File: src/design/pfat_pkg.sv
// Package with the shared types and constants of the paged frame allocator.
package pfat_pkg;

    localparam int NUM_FRAMES_DEF    = 16;
    localparam int MAX_JOBS_DEF      = 16;
    localparam int MAX_PAGE_SIZE_DEF = 4096;

    localparam logic [12:0] PAGE_SIZE_RST = 13'd512;
    localparam logic [4:0]  FRAMES_RST    = 5'd10;
    localparam logic [15:0] SEED_RST      = 16'd1;
    localparam logic [15:0] LFSR_MASK     = 16'hB400;

    typedef enum logic [1:0] {
        ACT_CLEAR     = 2'd0,
        ACT_ALLOCATE  = 2'd1,
        ACT_TRANSLATE = 2'd2
    } action_t;

    typedef enum logic [2:0] {
        ST_OK        = 3'd0,
        ST_NOFRAMES  = 3'd1,
        ST_OOB       = 3'd2,
        ST_NOTLOADED = 3'd3,
        ST_LOADED    = 3'd4
    } status_t;

    typedef enum logic [1:0] {
        REG_PAGE_SIZE = 2'd0,
        REG_FRAMES    = 2'd1,
        REG_SEED      = 2'd2
    } reg_index_t;

    typedef struct packed {
        logic [1:0]  action;
        logic [3:0]  job_slot;
        logic [15:0] job_size;
        logic [15:0] logical_address;
    } req_t;

    typedef struct packed {
        logic [2:0]  status;
        logic [15:0] page_number;
        logic [3:0]  frame_number;
        logic [11:0] page_offset;
        logic [15:0] physical_address;
        logic [11:0] fragmentation;
        logic [15:0] page_count;
        logic        last;
    } rsp_t;

    typedef enum logic [3:0] {
        S_IDLE,
        S_DIV,
        S_DECIDE,
        S_PICK,
        S_SEARCH,
        S_MUL,
        S_EMIT,
        S_WAIT
    } state_t;

    // Commands from the controller to the datapath.
    typedef struct packed {
        logic take;
        logic div_step;
        logic decide;
        logic pick;
        logic search;
        logic mul;
        logic emit;
        logic next_page;
    } cmd_t;

    // Status from the datapath to the controller.
    typedef struct packed {
        logic div_done;
        logic multi;
        logic found;
        logic last_page;
        logic out_busy;
        logic place;
    } sts_t;

endpackage

File: src/design/pfat_ctrl.sv
// Controller state machine of the paged frame allocator.
module pfat_ctrl (
    input  logic              aclk,
    input  logic              aresetn,
    input  logic              s_valid,
    output logic              s_ready,
    input  pfat_pkg::sts_t    sts,
    output pfat_pkg::cmd_t    cmd
);

    pfat_pkg::state_t state_reg, state_next;

    always_ff @(posedge aclk) begin
        if (!aresetn) begin
            state_reg <= pfat_pkg::S_IDLE;
        end else begin
            state_reg <= state_next;
        end
    end

    always_comb begin
        state_next = state_reg;
        case (state_reg)
            pfat_pkg::S_IDLE: begin
                if (s_valid) state_next = pfat_pkg::S_DIV;
            end
            pfat_pkg::S_DIV: begin
                if (sts.div_done) state_next = pfat_pkg::S_DECIDE;
            end
            pfat_pkg::S_DECIDE: begin
                if (sts.place) state_next = pfat_pkg::S_PICK;
                else state_next = pfat_pkg::S_MUL;
            end
            pfat_pkg::S_PICK: state_next = pfat_pkg::S_SEARCH;
            pfat_pkg::S_SEARCH: begin
                if (sts.found) state_next = pfat_pkg::S_MUL;
            end
            pfat_pkg::S_MUL: state_next = pfat_pkg::S_EMIT;
            pfat_pkg::S_EMIT: begin
                if (!sts.out_busy) state_next = pfat_pkg::S_WAIT;
            end
            pfat_pkg::S_WAIT: begin
                if (sts.multi && !sts.last_page) state_next = pfat_pkg::S_PICK;
                else state_next = pfat_pkg::S_IDLE;
            end
            default: state_next = pfat_pkg::S_IDLE;
        endcase
    end

    always_comb begin
        cmd = '0;
        s_ready = 1'b0;
        case (state_reg)
            pfat_pkg::S_IDLE: begin
                s_ready = 1'b1;
                cmd.take = s_valid;
            end
            pfat_pkg::S_DIV:    cmd.div_step = 1'b1;
            pfat_pkg::S_DECIDE: cmd.decide = 1'b1;
            pfat_pkg::S_PICK:   cmd.pick = 1'b1;
            pfat_pkg::S_SEARCH: cmd.search = 1'b1;
            pfat_pkg::S_MUL:    cmd.mul = 1'b1;
            pfat_pkg::S_EMIT:   cmd.emit = !sts.out_busy;
            pfat_pkg::S_WAIT:   cmd.next_page = sts.multi && !sts.last_page;
            default: ;
        endcase
    end

endmodule

File: src/design/pfat_datapath.sv
// Datapath of the paged frame allocator: divider, tables, frame search and output register.
module pfat_datapath #(
    parameter int NUM_FRAMES    = pfat_pkg::NUM_FRAMES_DEF,
    parameter int MAX_JOBS      = pfat_pkg::MAX_JOBS_DEF,
    parameter int MAX_PAGE_SIZE = pfat_pkg::MAX_PAGE_SIZE_DEF
) (
    input  logic             aclk,
    input  logic             aresetn,
    input  logic             cfg_we,
    input  logic [15:0]      cfg_index,
    input  logic [15:0]      cfg_data,
    input  pfat_pkg::req_t   s_data,
    output pfat_pkg::rsp_t   m_data,
    output logic             m_valid,
    input  logic             m_ready,
    input  pfat_pkg::cmd_t   cmd,
    output pfat_pkg::sts_t   sts
);

    localparam int FW    = (NUM_FRAMES > 1) ? $clog2(NUM_FRAMES) : 1;
    localparam int FCW   = $clog2(NUM_FRAMES + 1);
    localparam int JW    = (MAX_JOBS > 1) ? $clog2(MAX_JOBS) : 1;
    localparam int PTD   = MAX_JOBS * NUM_FRAMES;
    localparam int PTW   = (PTD > 1) ? $clog2(PTD) : 1;

    logic [12:0] page_size_reg;
    logic [4:0]  frames_reg;
    logic [15:0] seed_reg;

    always_ff @(posedge aclk) begin
        if (!aresetn) begin
            page_size_reg <= pfat_pkg::PAGE_SIZE_RST;
            frames_reg    <= pfat_pkg::FRAMES_RST;
            seed_reg      <= pfat_pkg::SEED_RST;
        end else if (cfg_we) begin
            if (cfg_index == 16'(pfat_pkg::REG_PAGE_SIZE)) page_size_reg <= cfg_data[12:0];
            if (cfg_index == 16'(pfat_pkg::REG_FRAMES))    frames_reg    <= cfg_data[4:0];
            if (cfg_index == 16'(pfat_pkg::REG_SEED))      seed_reg      <= cfg_data;
        end
    end

    logic [16:0] ps_eff;
    logic [6:0]  lim;
    always_comb begin
        if (page_size_reg == 13'd0) ps_eff = 17'd1;
        else if (32'(page_size_reg) > MAX_PAGE_SIZE) ps_eff = 17'(MAX_PAGE_SIZE);
        else ps_eff = 17'(page_size_reg);
        if (frames_reg == 5'd0) lim = 7'd1;
        else if (32'(frames_reg) > NUM_FRAMES) lim = 7'(NUM_FRAMES);
        else lim = 7'(frames_reg);
    end

    pfat_pkg::req_t req_reg;
    logic [16:0] ps_reg;

    logic [15:0] quo_reg;
    logic [16:0] rem_reg;
    logic [4:0]  div_cnt_reg;

    logic [NUM_FRAMES-1:0] frame_free_reg;
    logic [16:0]           job_pages_reg [MAX_JOBS];
    logic [MAX_JOBS-1:0]   job_loaded_reg;
    logic [FW-1:0]         pt_mem [PTD];
    logic [15:0]           lfsr_reg;

    logic [16:0] cnt_reg;
    logic        multi_reg;
    logic [15:0] page_reg;
    logic [FW-1:0] cur_reg;
    logic [4:0]  mod_rem_reg;
    logic [4:0]  mod_cnt_reg;
    logic [FW-1:0] ptrd_reg;
    pfat_pkg::rsp_t res_reg;
    logic [15:0] prod;

    logic [16:0] rem_shift;
    logic [15:0] dividend;
    assign dividend  = (req_reg.action == pfat_pkg::ACT_TRANSLATE) ?
                       req_reg.logical_address : req_reg.job_size;
    assign rem_shift = {rem_reg[15:0], dividend[4'd15 - div_cnt_reg[3:0]]};

    logic [FCW-1:0] freec;
    always_comb begin
        freec = '0;
        for (int i = 0; i < NUM_FRAMES; i++) begin
            if (frame_free_reg[i] && (i < 32'(lim))) freec = freec + FCW'(1);
        end
    end

    logic [15:0] lfsr_stepped;
    assign lfsr_stepped = lfsr_reg[0] ? ((lfsr_reg >> 1) ^ pfat_pkg::LFSR_MASK) : (lfsr_reg >> 1);

    logic [JW-1:0] slot;
    logic          slot_ok;
    assign slot    = JW'(req_reg.job_slot);
    assign slot_ok = 32'(req_reg.job_slot) < MAX_JOBS;

    logic [PTW-1:0] pt_addr;
    assign pt_addr = PTW'(32'(slot) * NUM_FRAMES
                     + 32'((req_reg.action == pfat_pkg::ACT_TRANSLATE) ? quo_reg : page_reg));

    // The LFSR value is reduced modulo the frame limit one bit per cycle.
    logic [5:0] mod_shift;
    logic [5:0] mod_step;
    logic       mod_done;
    assign mod_shift = {mod_rem_reg, lfsr_reg[4'd15 - mod_cnt_reg[3:0]]};
    assign mod_step  = (7'(mod_shift) >= lim) ? 6'(7'(mod_shift) - lim) : mod_shift;
    assign mod_done  = (mod_cnt_reg == 5'd16);

    logic [16:0] cnt_calc;
    logic [11:0] frag_calc;
    assign cnt_calc  = 17'(quo_reg) + ((rem_reg != 17'd0) ? 17'd1 : 17'd0);
    assign frag_calc = (rem_reg != 17'd0) ? 12'(ps_reg - rem_reg) : 12'd0;

    logic place;
    logic last_page;
    logic xlat_ok;
    assign place = (req_reg.action == pfat_pkg::ACT_ALLOCATE) && slot_ok &&
                   !job_loaded_reg[slot] && (cnt_calc != 17'd0) &&
                   (cnt_calc <= 17'(freec));
    assign last_page = (17'(page_reg) + 17'd1) == cnt_reg;
    assign xlat_ok   = (req_reg.action == pfat_pkg::ACT_TRANSLATE) &&
                       (res_reg.status == pfat_pkg::ST_OK);

    assign sts.div_done  = (div_cnt_reg == 5'd16);
    assign sts.found     = mod_done && frame_free_reg[cur_reg];
    assign sts.multi     = multi_reg;
    assign sts.last_page = last_page;
    assign sts.out_busy  = m_valid && !m_ready;
    assign sts.place     = place;

    pfat_pkg::rsp_t dec_res;
    always_comb begin
        dec_res = '0;
        dec_res.last = 1'b1;
        case (req_reg.action)
            pfat_pkg::ACT_ALLOCATE: begin
                dec_res.fragmentation = frag_calc;
                dec_res.page_count    = 16'(cnt_calc);
                if (!slot_ok) begin
                    dec_res.status = pfat_pkg::ST_OOB;
                end else if (job_loaded_reg[slot]) begin
                    dec_res.status = pfat_pkg::ST_LOADED;
                end else if (cnt_calc > 17'(freec)) begin
                    dec_res.status = pfat_pkg::ST_NOFRAMES;
                end else begin
                    dec_res.status = pfat_pkg::ST_OK;
                end
            end
            pfat_pkg::ACT_TRANSLATE: begin
                dec_res.page_number = quo_reg;
                dec_res.page_offset = 12'(rem_reg);
                if (!slot_ok) begin
                    dec_res.status = pfat_pkg::ST_OOB;
                end else begin
                    dec_res.page_count = 16'(job_pages_reg[slot]);
                    if (17'(quo_reg) >= job_pages_reg[slot]) begin
                        dec_res.status = pfat_pkg::ST_OOB;
                    end else if (!job_loaded_reg[slot]) begin
                        dec_res.status = pfat_pkg::ST_NOTLOADED;
                    end else begin
                        dec_res.status = pfat_pkg::ST_OK;
                    end
                end
            end
            default: ;
        endcase
    end

    pfat_pkg::rsp_t emit_data;
    always_comb begin
        emit_data = res_reg;
        emit_data.physical_address = prod;
        if (multi_reg) begin
            emit_data.page_number  = page_reg;
            emit_data.frame_number = 4'(cur_reg);
            emit_data.last         = last_page;
        end else if (xlat_ok) begin
            emit_data.frame_number = 4'(ptrd_reg);
        end
    end

    always_ff @(posedge aclk) begin
        if (!aresetn) begin
            frame_free_reg <= '1;
            job_loaded_reg <= '0;
            for (int j = 0; j < MAX_JOBS; j++) job_pages_reg[j] <= '0;
            lfsr_reg    <= pfat_pkg::SEED_RST;
            m_valid     <= 1'b0;
            multi_reg   <= 1'b0;
            div_cnt_reg <= '0;
            mod_cnt_reg <= '0;
        end else begin
            if (cmd.emit) begin
                m_valid <= req_reg.action inside {pfat_pkg::ACT_CLEAR, pfat_pkg::ACT_ALLOCATE,
                                                  pfat_pkg::ACT_TRANSLATE};
            end else if (m_ready) begin
                m_valid <= 1'b0;
            end
            if (cmd.take) begin
                req_reg     <= s_data;
                ps_reg      <= ps_eff;
                quo_reg     <= '0;
                rem_reg     <= '0;
                div_cnt_reg <= '0;
                multi_reg   <= 1'b0;
                page_reg    <= '0;
            end
            if (cmd.div_step && div_cnt_reg != 5'd16) begin
                if (rem_shift >= ps_reg) begin
                    rem_reg <= rem_shift - ps_reg;
                    quo_reg <= {quo_reg[14:0], 1'b1};
                end else begin
                    rem_reg <= rem_shift;
                    quo_reg <= {quo_reg[14:0], 1'b0};
                end
                div_cnt_reg <= div_cnt_reg + 5'd1;
            end
            if (cmd.decide) begin
                res_reg   <= dec_res;
                cnt_reg   <= cnt_calc;
                ptrd_reg  <= pt_mem[pt_addr];
                multi_reg <= place;
                if (req_reg.action == pfat_pkg::ACT_CLEAR) begin
                    frame_free_reg <= '1;
                    job_loaded_reg <= '0;
                    for (int j = 0; j < MAX_JOBS; j++) job_pages_reg[j] <= '0;
                    lfsr_reg <= (seed_reg == 16'd0) ? 16'd1 : seed_reg;
                end else if (req_reg.action == pfat_pkg::ACT_ALLOCATE && slot_ok &&
                             !job_loaded_reg[slot]) begin
                    job_pages_reg[slot] <= cnt_calc;
                    if (cnt_calc <= 17'(freec)) job_loaded_reg[slot] <= 1'b1;
                end
            end
            if (cmd.pick) begin
                lfsr_reg    <= lfsr_stepped;
                mod_rem_reg <= '0;
                mod_cnt_reg <= '0;
            end
            if (cmd.search) begin
                if (!mod_done) begin
                    mod_rem_reg <= mod_step[4:0];
                    mod_cnt_reg <= mod_cnt_reg + 5'd1;
                    cur_reg     <= FW'(mod_step);
                end else if (!frame_free_reg[cur_reg]) begin
                    cur_reg <= (7'(cur_reg) + 7'd1 == lim) ? '0 : cur_reg + FW'(1);
                end
            end
            if (cmd.mul) begin
                if (multi_reg) begin
                    frame_free_reg[cur_reg] <= 1'b0;
                    pt_mem[pt_addr] <= cur_reg;
                    prod <= 16'(32'(cur_reg) * 32'(ps_reg));
                end else if (xlat_ok) begin
                    prod <= 16'(32'(ptrd_reg) * 32'(ps_reg) + 32'(rem_reg));
                end else begin
                    prod <= '0;
                end
            end
            if (cmd.emit) m_data <= emit_data;
            if (cmd.next_page) page_reg <= page_reg + 16'd1;
        end
    end

endmodule

File: src/design/paged_frame_allocator_translator.sv
// Top level of the paged frame allocator with address translation.
//   channel  direction  handshake          payload
//   s_       in         s_valid/s_ready    pfat_pkg::req_t
//   m_       out        m_valid/m_ready    pfat_pkg::rsp_t
// A request with one result passes through the divider, then decide, multiply, emit and
// wait, and the next request is taken once the block is back in idle.
// An allocation of n pages runs the divider and decide, then per page an LFSR step, a
// modulo reduction, one free-frame check plus a further check per occupied frame passed over,
// multiply, emit and wait. Reset is synchronous, active low, and restores the
// configuration and an empty frame table. A stalled result holds the block in emit.
module paged_frame_allocator_translator #(
    parameter int NUM_FRAMES    = pfat_pkg::NUM_FRAMES_DEF,
    parameter int MAX_JOBS      = pfat_pkg::MAX_JOBS_DEF,
    parameter int MAX_PAGE_SIZE = pfat_pkg::MAX_PAGE_SIZE_DEF
) (
    input  logic            aclk,
    input  logic            aresetn,
    input  logic            cfg_we,
    input  logic [15:0]     cfg_index,
    input  logic [15:0]     cfg_data,
    input  logic            s_valid,
    output logic            s_ready,
    input  pfat_pkg::req_t  s_data,
    output logic            m_valid,
    input  logic            m_ready,
    output pfat_pkg::rsp_t  m_data
);

    pfat_pkg::cmd_t cmd;
    pfat_pkg::sts_t sts;

    pfat_ctrl u_ctrl (
        .aclk(aclk), .aresetn(aresetn), .s_valid(s_valid), .s_ready(s_ready),
        .sts(sts), .cmd(cmd)
    );

    pfat_datapath #(
        .NUM_FRAMES(NUM_FRAMES), .MAX_JOBS(MAX_JOBS), .MAX_PAGE_SIZE(MAX_PAGE_SIZE)
    ) u_dp (
        .aclk(aclk), .aresetn(aresetn), .cfg_we(cfg_we), .cfg_index(cfg_index),
        .cfg_data(cfg_data), .s_data(s_data), .m_data(m_data), .m_valid(m_valid),
        .m_ready(m_ready), .cmd(cmd), .sts(sts)
    );

`ifndef SYNTHESIS
    a_take_ready: assert property (@(posedge aclk) disable iff (!aresetn)
        cmd.take |-> s_ready) else $error("request taken while busy");
    a_emit_free: assert property (@(posedge aclk) disable iff (!aresetn)
        cmd.emit |-> !(m_valid && !m_ready)) else $error("result overwritten");
    a_cmd_onehot: assert property (@(posedge aclk) disable iff (!aresetn)
        $onehot0(cmd)) else $error("conflicting commands");
`endif

endmodule
File: config.mk
export PLATFORM = sky130hd
export DESIGN_NAME = paged_frame_allocator_translator
export DESIGN_NICKNAME = d
export VERILOG_FILES = /design/src/design/pfat_pkg.sv /design/src/design/pfat_ctrl.sv /design/src/design/pfat_datapath.sv /design/src/design/paged_frame_allocator_translator.sv
export SDC_FILE = /design/constraint.sdc
export NUM_CORES = 2
export LEC_CHECK = 0
export BUFFER_PORTS_ARGS = -buffer_cell sky130_fd_sc_hd__buf_4
export CAP_MARGIN = 20
export CORE_UTILIZATION = 45
export CTS_CLUSTER_DIAMETER = 100
export DETAILED_ROUTE_END_ITERATION = 6
export HOLD_SLACK_MARGIN = 0.02
export PLACE_DENSITY = 0.7
export REMOVE_ABC_BUFFERS = 1
export SYNTH_ARGS = -nofsm -noshare
export SYNTH_HDL_FRONTEND = slang
export SYNTH_HIERARCHICAL = 1
export SYNTH_SLANG_ARGS = --single-unit
File: constraint.sdc
create_clock -name aclk -period 28.5 [get_ports aclk]
set_input_delay 2.85 -clock aclk [delete_from_list [all_inputs] [get_ports aclk]]
set_output_delay 2.85 -clock aclk [all_outputs]
set_load 0.01 [all_outputs]
=== Word level (Yosys, flattened, before mapping) ===
Memories as Yosys holds them, arrays and structs flattened. A register that Yosys moved wholly into a read port is not among the register bits.
Index checks and enable logic that the tools add are counted.
Widths: inputs -> output; s select.

* Bits in registers: 379
* RAM bits: 1296
* Input bits: 75
* Output and inout port bits: 82
* Word-level logic and storage cells: 335
* Memories: 2

{| class="wikitable"
|+ Memories
! name !! depth !! bits a word !! rd ports !! clocked after memory_dff !! wr ports !! line !! RTL
|-
| u_dp.pt_mem || 256 || 4 || 1 || 1 || 1 || pfat_datapath.sv:63 || <nowiki>logic [FW-1:0] pt_mem [PTD];</nowiki>
|-
| u_dp.job_pages_reg || 16 || 17 || 1 || 1 || 16 || pfat_datapath.sv:61 || <nowiki>logic [16:0] job_pages_reg [MAX_JOBS];</nowiki>
|}

* Add/sub/neg operators: 29
* $mul: 2
* Magnitude comparators: 29
* Eq/ne operators: 21
* Muxes and demuxes: 131
* Bitwise gates (word level): 20
* Reduce and logical (&&, ||, !) cells: 64

{| class="wikitable"
|+ Operator list
! operator !! count
|-
| $mux 17 || 20
|-
| $mux 16 || 20
|-
| $mux 5 || 26
|-
| $add 5x1->5 const B || 16
|-
| $mux 4 || 11
|-
| $lt 4x5->1 const A || 8
|-
| $mux 1 || 38
|-
| $reduce_bool 17->1 || 2
|-
| $logic_not 16->1 || 2
|-
| $mul 4x13->16 || 2
|-
| $pmux 16 s2 || 1
|-
| $pmux 4 s8 || 1
|-
| $logic_and 1x1->1 || 26
|-
| $reduce_and 2->1 || 11
|-
| $lt 3x5->1 const A || 4
|-
| $lt 4x5->1 const B || 4
|-
| $add 16x1->17 || 1
|-
| $add 16x1->17 const B || 1
|-
| $eq 17x17->1 || 1
|-
| $ge 16x17->1 || 1
|-
| $ge 17x13->1 || 1
|-
| $gt 17x5->1 || 1
|-
| $le 17x5->1 || 1
|-
| $reduce_or 17->1 || 1
|-
| 50 further kinds || 96
|}

=== Depth between registers and ports, before layout ===
* Word-level depth: 40
* Gate-level depth with buffers: 64
* Mapped depth without buffers: 62

=== Modules after synthesis ===
The synthesis kept the hierarchy.

{| class="wikitable"
|+ Modules (own cells, without submodules)
! module !! times used !! cells an instance !! area each (µm²) !! sequential area each (µm²)
|-
| pfat_datapath || 1 || 4957 || 74462.7 || 49437.4
|-
| pfat_ctrl || 1 || 35 || 277.8 || 60.1
|}

=== Worst setup path before layout ===
Ideal clock, no wire load.

* Path kind: register to register
* From: register u_dp.frames_reg[2]
* To: register u_ctrl.state_reg[2]
* Library setup time: 0.070 ns
* Data arrival time: 10.453 ns
* Data required time: 28.430 ns
* Setup slack: 17.977 ns
* Cell stages (with the launch flop): 63
* Path buffers: 2
* Clock period less this slack: 10.523 ns
* Path through: dfxtp_1 buf_2 or2_2 o21ai_0 inv_1 ha_1 xnor2_1 ha_1 nand2_1 o31ai_1 o21ai_0 inv_1 ha_1 nor2_1 a21oi_1 ha_1 nor2_1 a211o_1 (+27 left out) ha_1 mux2_2 ha_1 nand3_1 nor2_1 and3_1 o21a_1 nor3_2 xnor2_1 ha_1 nand2_1 nor2_1 o21ai_0 a211oi_1 buf_4 nor2b_1 or3_1 a21boi_1

* Longest elaborated chain between the ends: 40
* Elaborated cells between the ends (all ways): 71
* Those cells by class: 15 x add/sub; 18 x order compare; 20 x mux; 18 x reduce/logical

{| class="wikitable"
|+ Ends and longest elaborated chain
! what !! line !! RTL
|-
| from (decl) || pfat_datapath.sv:27 || <nowiki>logic [4:0] frames_reg;</nowiki>
|-
| from (signal assigned) || pfat_datapath.sv:33 || <nowiki>frames_reg <= pfat_pkg::FRAMES_RST;</nowiki>
|-
| from (signal assigned) || pfat_datapath.sv:37 || <nowiki>if (cfg_index == 16'(pfat_pkg::REG_FRAMES)) frames_reg <= cfg_data[4:0];</nowiki>
|-
| $gt 5x5->1 || pfat_datapath.sv:49 || <nowiki>else if (32'(frames_reg) > NUM_FRAMES) lim = 7'(NUM_FRAMES);</nowiki>
|-
| $mux 5 || pfat_datapath.sv:49 ||
|-
| $mux 5 (*) || pfat_datapath.sv:48 || <nowiki>if (frames_reg == 5'd0) lim = 7'd1;</nowiki>
|-
| $lt 1x5->1 || pfat_datapath.sv:86 || <nowiki>if (frame_free_reg[i] && (i < 32'(lim))) freec = freec + FCW'(1);</nowiki>
|-
| $logic_and 1x1->1 || pfat_datapath.sv:86 ||
|-
| $mux 1 || pfat_datapath.sv:86 ||
|-
| $add 1x1->2 || pfat_datapath.sv:86 ||
|-
| $mux 5 || pfat_datapath.sv:86 ||
|-
| (+25 left out) || n/a ||
|-
| $mux 5 || pfat_datapath.sv:86 ||
|-
| $add 5x1->5 || pfat_datapath.sv:86 ||
|-
| $mux 5 (*) || pfat_datapath.sv:86 ||
|-
| $le 17x5->1 (*) || pfat_datapath.sv:120 || <nowiki>(cnt_calc <= 17'(freec));</nowiki>
|-
| $logic_and 1x1->1 (*) || pfat_datapath.sv:119 || <nowiki>!job_loaded_reg[slot] && (cnt_calc != 17'd0) &&</nowiki>
|-
| named net u_dp.place || pfat_datapath.sv:115 || <nowiki>logic place;</nowiki>
|-
| $mux 3 (*) || pfat_ctrl.sv:31 || <nowiki>if (sts.place) state_next = pfat_pkg::S_PICK;</nowiki>
|-
| $pmux 4 s8 (*) || pfat_ctrl.sv:23 || <nowiki>case (state_reg)</nowiki>
|-
| to (signal assigned) || pfat_ctrl.sv:15 || <nowiki>state_reg <= pfat_pkg::S_IDLE;</nowiki>
|-
| to (signal assigned) || pfat_ctrl.sv:17 || <nowiki>state_reg <= state_next;</nowiki>
|-
| to (decl) || pfat_ctrl.sv:11 || <nowiki>pfat_pkg::state_t state_reg, state_next;</nowiki>
|}

The timed path passes the listed nets; every way through them passes the cells marked *.
A chain may end at the register's enable or synchronous reset.

=== Final worst setup path ===
* From: register u_dp.frames_reg[4]
* To: register u_dp.job_loaded_reg[2]

* Longest elaborated chain between the ends: 39
* Elaborated cells between the ends (all ways): 70
* Those cells by class: 15 x add/sub; 18 x order compare; 18 x mux; 19 x reduce/logical

{| class="wikitable"
|+ Ends and longest elaborated chain
! what !! line !! RTL
|-
| $gt 5x5->1 || pfat_datapath.sv:49 ||
|-
| $mux 5 || pfat_datapath.sv:49 ||
|-
| $mux 5 (*) || pfat_datapath.sv:48 ||
|-
| $lt 1x5->1 || pfat_datapath.sv:86 ||
|-
| $logic_and 1x1->1 || pfat_datapath.sv:86 ||
|-
| $mux 1 || pfat_datapath.sv:86 ||
|-
| $add 1x1->2 || pfat_datapath.sv:86 ||
|-
| $mux 5 || pfat_datapath.sv:86 ||
|-
| (+23 left out) || n/a ||
|-
| $mux 5 || pfat_datapath.sv:86 ||
|-
| $add 5x1->5 || pfat_datapath.sv:86 ||
|-
| $mux 5 || pfat_datapath.sv:86 ||
|-
| $add 5x1->5 || pfat_datapath.sv:86 ||
|-
| $mux 5 (*) || pfat_datapath.sv:86 ||
|-
| $le 17x5->1 (*) || pfat_datapath.sv:232 || <nowiki>if (cnt_calc <= 17'(freec)) job_loaded_reg[slot] <= 1'b1;</nowiki>
|-
| $reduce_bool 2->1 (no source line) (*) || n/a ||
|-
| $reduce_and 3->1 (no source line) (*) || n/a ||
|-
| to (signal assigned) || pfat_datapath.sv:186 || <nowiki>job_loaded_reg <= '0;</nowiki>
|-
| to (signal assigned) || pfat_datapath.sv:226 || <nowiki>job_loaded_reg <= '0;</nowiki>
|-
| to (signal, indexed assignment) || pfat_datapath.sv:232 ||
|-
| to (decl) || pfat_datapath.sv:62 || <nowiki>logic [MAX_JOBS-1:0] job_loaded_reg;</nowiki>
|}

Mark *: on every way between the ends. The rest lies on a longest branch, timed or not.

==> results.yml <==
critical_path:
  cp_num_cells: 61
  start_kind: "register"
  crit_path_frequent_cell: "ha_1"
  critPathMaxStageDelay_ns: 0.53
  critPathSlowestCell: "dfxtp_1"
  crit_buf_inv: 5
  crit_type: "register to register"
  crit_family: "adder cells"
  critPathMaxFanout: 19
  end_kind: "register"
  r2r_setup_slack_ns: 16.41
  arrival_ns: 12.78
  worst-endpoint-required_ns: 29.19
  reg2reg_depth: 61
yosys:
  seq_area_frac_synth: 0.662
  synth_ff_type: "edfxtp_1"
  synth_area_leader_cell: "edfxtp_1"
  synth_most_common_cell: "edfxtp_1"
  synth_edf_count: 1581
  synth_commonest_cells: "edfxtp_1 (1581), nor2_1 (682), nand2_1 (480)"
  async_reset_ff_frac: 0
  ys_ff_latch: 1682
  synth_top_area_frac: 0.635
  synth_cells: 4992
  synth.top_cells.by_area: "edfxtp_1 (64%), mux4_2 (11%), nor2_1 (3.4%), dfxtp_1 (2.7%), nand2_1 (2.4%)"
  synth_warnings: 6
  synth_cell_types: 84
  synth.cell_area_sq_mm: 0.0747
  syn_area_per_cell_sq_um: 15.0
floorplan:
  die_w_um: 410
  die_h_um: 410
  initial_utilization: 0.453
  core_sq_mm: 0.165
  die_area_sq_mm: 0.168
  design.portCount: 157
  rows: 149
clock_tree:
  h-tree-depth: 4
  path_clk_slew_ns: 0.06
  ctsResizeCount: 0
  hold_buffers: 0
  clk_latency_ns: 0.81
  cts_buffers: 169
  clk_path_buf_depth: 3
  cts_tree: "yes"
  postCtsSetupBuffers: 0
  cts-root-buf: "clkbuf_16"
  cts_sinks: 1682
finish:
  fillers: 13400
  finalNetCount: 5358
  largest_reg_flops: 1024
  final_core_util: 0.508
  area_growth_syn_to_layout_pct: 12.1
  drive_gt1_frac: 0.176
detailed_routing:
  drt_iter0_drc: 4746
  wl_per_cell_um: 23.6
  drc: 116
  vias: 42900
  routed_via_density: 5.78
  antenna_left: 0
  wirelength_mm: 175
  drtPass1Iterations: 7
global_routing:
  antenna_found_initial: 5
  grt_pass1_wl_mm: 268
  grt_max_degree: 260
  grt_usage: 0.209
  grt_use_met2: 0.338
  grt_use_met3: 0.0391
  grt_use_met1: 0.286
  grt_pass1_vias: 43400
  grt_busiest_layer: "met2"
  grt_overflow: 0
place:
  post-place-ws_ns: 16.55
  place.gp.congestion: 0.857
  numPortBuffers: 156
  dp_hpwl_mm: 107
power_and_ir_drop:
  power.share.clock: 0.421
  p_sw_uw: 1160
  swShare: 0.220
  p_int_uw: 4100
  seq_power_share: 0.516
  ir_drop_v: 0.0000689
  p_leak_uw: 0.0287
  p_comb_frac: 0.063
  power_density_mw_per_mm2: 62.8
timing:
  clock_skew_ns: 0.0283
  slew_headroom: 0.179
  min_period_ns: 12.09
  hold_viol_final: 0
  grt_setup_unrepaired: "no"
  hold_slack_ns: 0.416
  slew_violations: 0
  tightest_slew_ns: 1.23
  finalWorstSetupSlack_ns: 16.41
  finalSetupViolations: 0
  fin_tns_setup_ns: 0
  max_freq_mhz: 82.7
  period_share: 0.424
worst_hold_path:
  hold_path_class: "register to register"
  worstHoldPathCells: 0
run_status:
  status: "finished with violations"
  violations: "DRC"
job:
  drv_cap: 0
[worst paths after layout]
kind | start | end
setup reg to reg | u_dp/frames_reg[4] | u_dp/job_loaded_reg[2]
setup / recovery | u_dp/frames_reg[4] | u_dp/job_loaded_reg[2]
hold / removal | u_dp/emit_data[8] | u_dp/m_data[8]
hold reg to reg | u_dp/emit_data[8] | u_dp/m_data[8]
[layout by cell type, fill, tap and decap left out, types with 67 or more instances in the layout]
cell type,synthesis,routed
inv_1,180,178
ha_1,124,124
xnor2_1,91,91
nand2_1,480,468
dfxtp_1,101,98
mux2i_1,90,90
and2_1,76,75
mux4_2,366,366
a21oi_1,70,67
o21ai_0,101,101
buf_4,4,221
nor2_1,682,681
clkbuf_16,0,171
nor2b_1,88,87
nand3_1,87,87
edfxtp_1,1581,1581
[through the flow]
stage                     area, sq um  cells  total power (uW)
after floorplan                 73600   4697              3020
after global placement          78200   7112              3090
after detailed placement        78200   7112              3090
after CTS                       83700   7414              5300
after global routing            83800   7418              5420
final                           83800   7419              5260
[layout make-up]
type	count	area, sq um	share of cell area
sequential	1682	49500	0.591
multi-input combinational	2832	23500	0.280
clock buffer	205	4420	0.0527
tap	2189	2740	0.0327
timing repair buffer	230	1860	0.0222
clock inverter	97	1100	0.0131
inverter	183	688	0.00821
antenna	1	2.50	0.0000299
[metal layers]
layer,up-vias,part of all wire
li1,18800,-
met1,21700,0.40
met2,2016,0.48
met3,324,0.087
met4,0,0.031
met5,-,0
[worst register-to-register path: cells and delay by family (launching register included)]
family                     cells  cell delay [ns]
buffers and inverters          5             0.34
DFF                            1             0.53
AOI/OAI and AO/OA             17             3.43
muxes                          3             0.63
and+or+nand+nor               19             2.41
adders and majority gates     15             4.36
xor gates and xnor gates       2             0.33
[cell families (layout without fill, tap and decap cells)]
kind of cell | after synthesis | count (layout) | share of synthesized area
flip-flops | 1682 | 1682 | 0.662
AO/OA/AOI/OAI | 399 | 399 | 0.0352
XOR/XNOR | 148 | 148 | 0.0187
multiplexers | 482 | 482 | 0.126
adder cells (fa/ha/maj) | 185 | 185 | 0.0371
buffers and inverters | 478 | 715 | 0.0249
AND/OR/NAND/NOR | 1618 | 1618 | 0.0955
other | 0 | 1 | 0
[power groups by stage]
stage | clock network (uW) | registers [uW] | logic, uW
2_1_floorplan | 0 | 2760 | 258
3_5_place_dp | 0 | 2760 | 327
5_1_grt | 2350 | 2710 | 358
3_3_place_gp | 0 | 2760 | 323
6_report | 2220 | 2710 | 332
4_1_cts | 2250 | 2710 | 330
No activity file was read; power rests on OpenSTA's default activity.
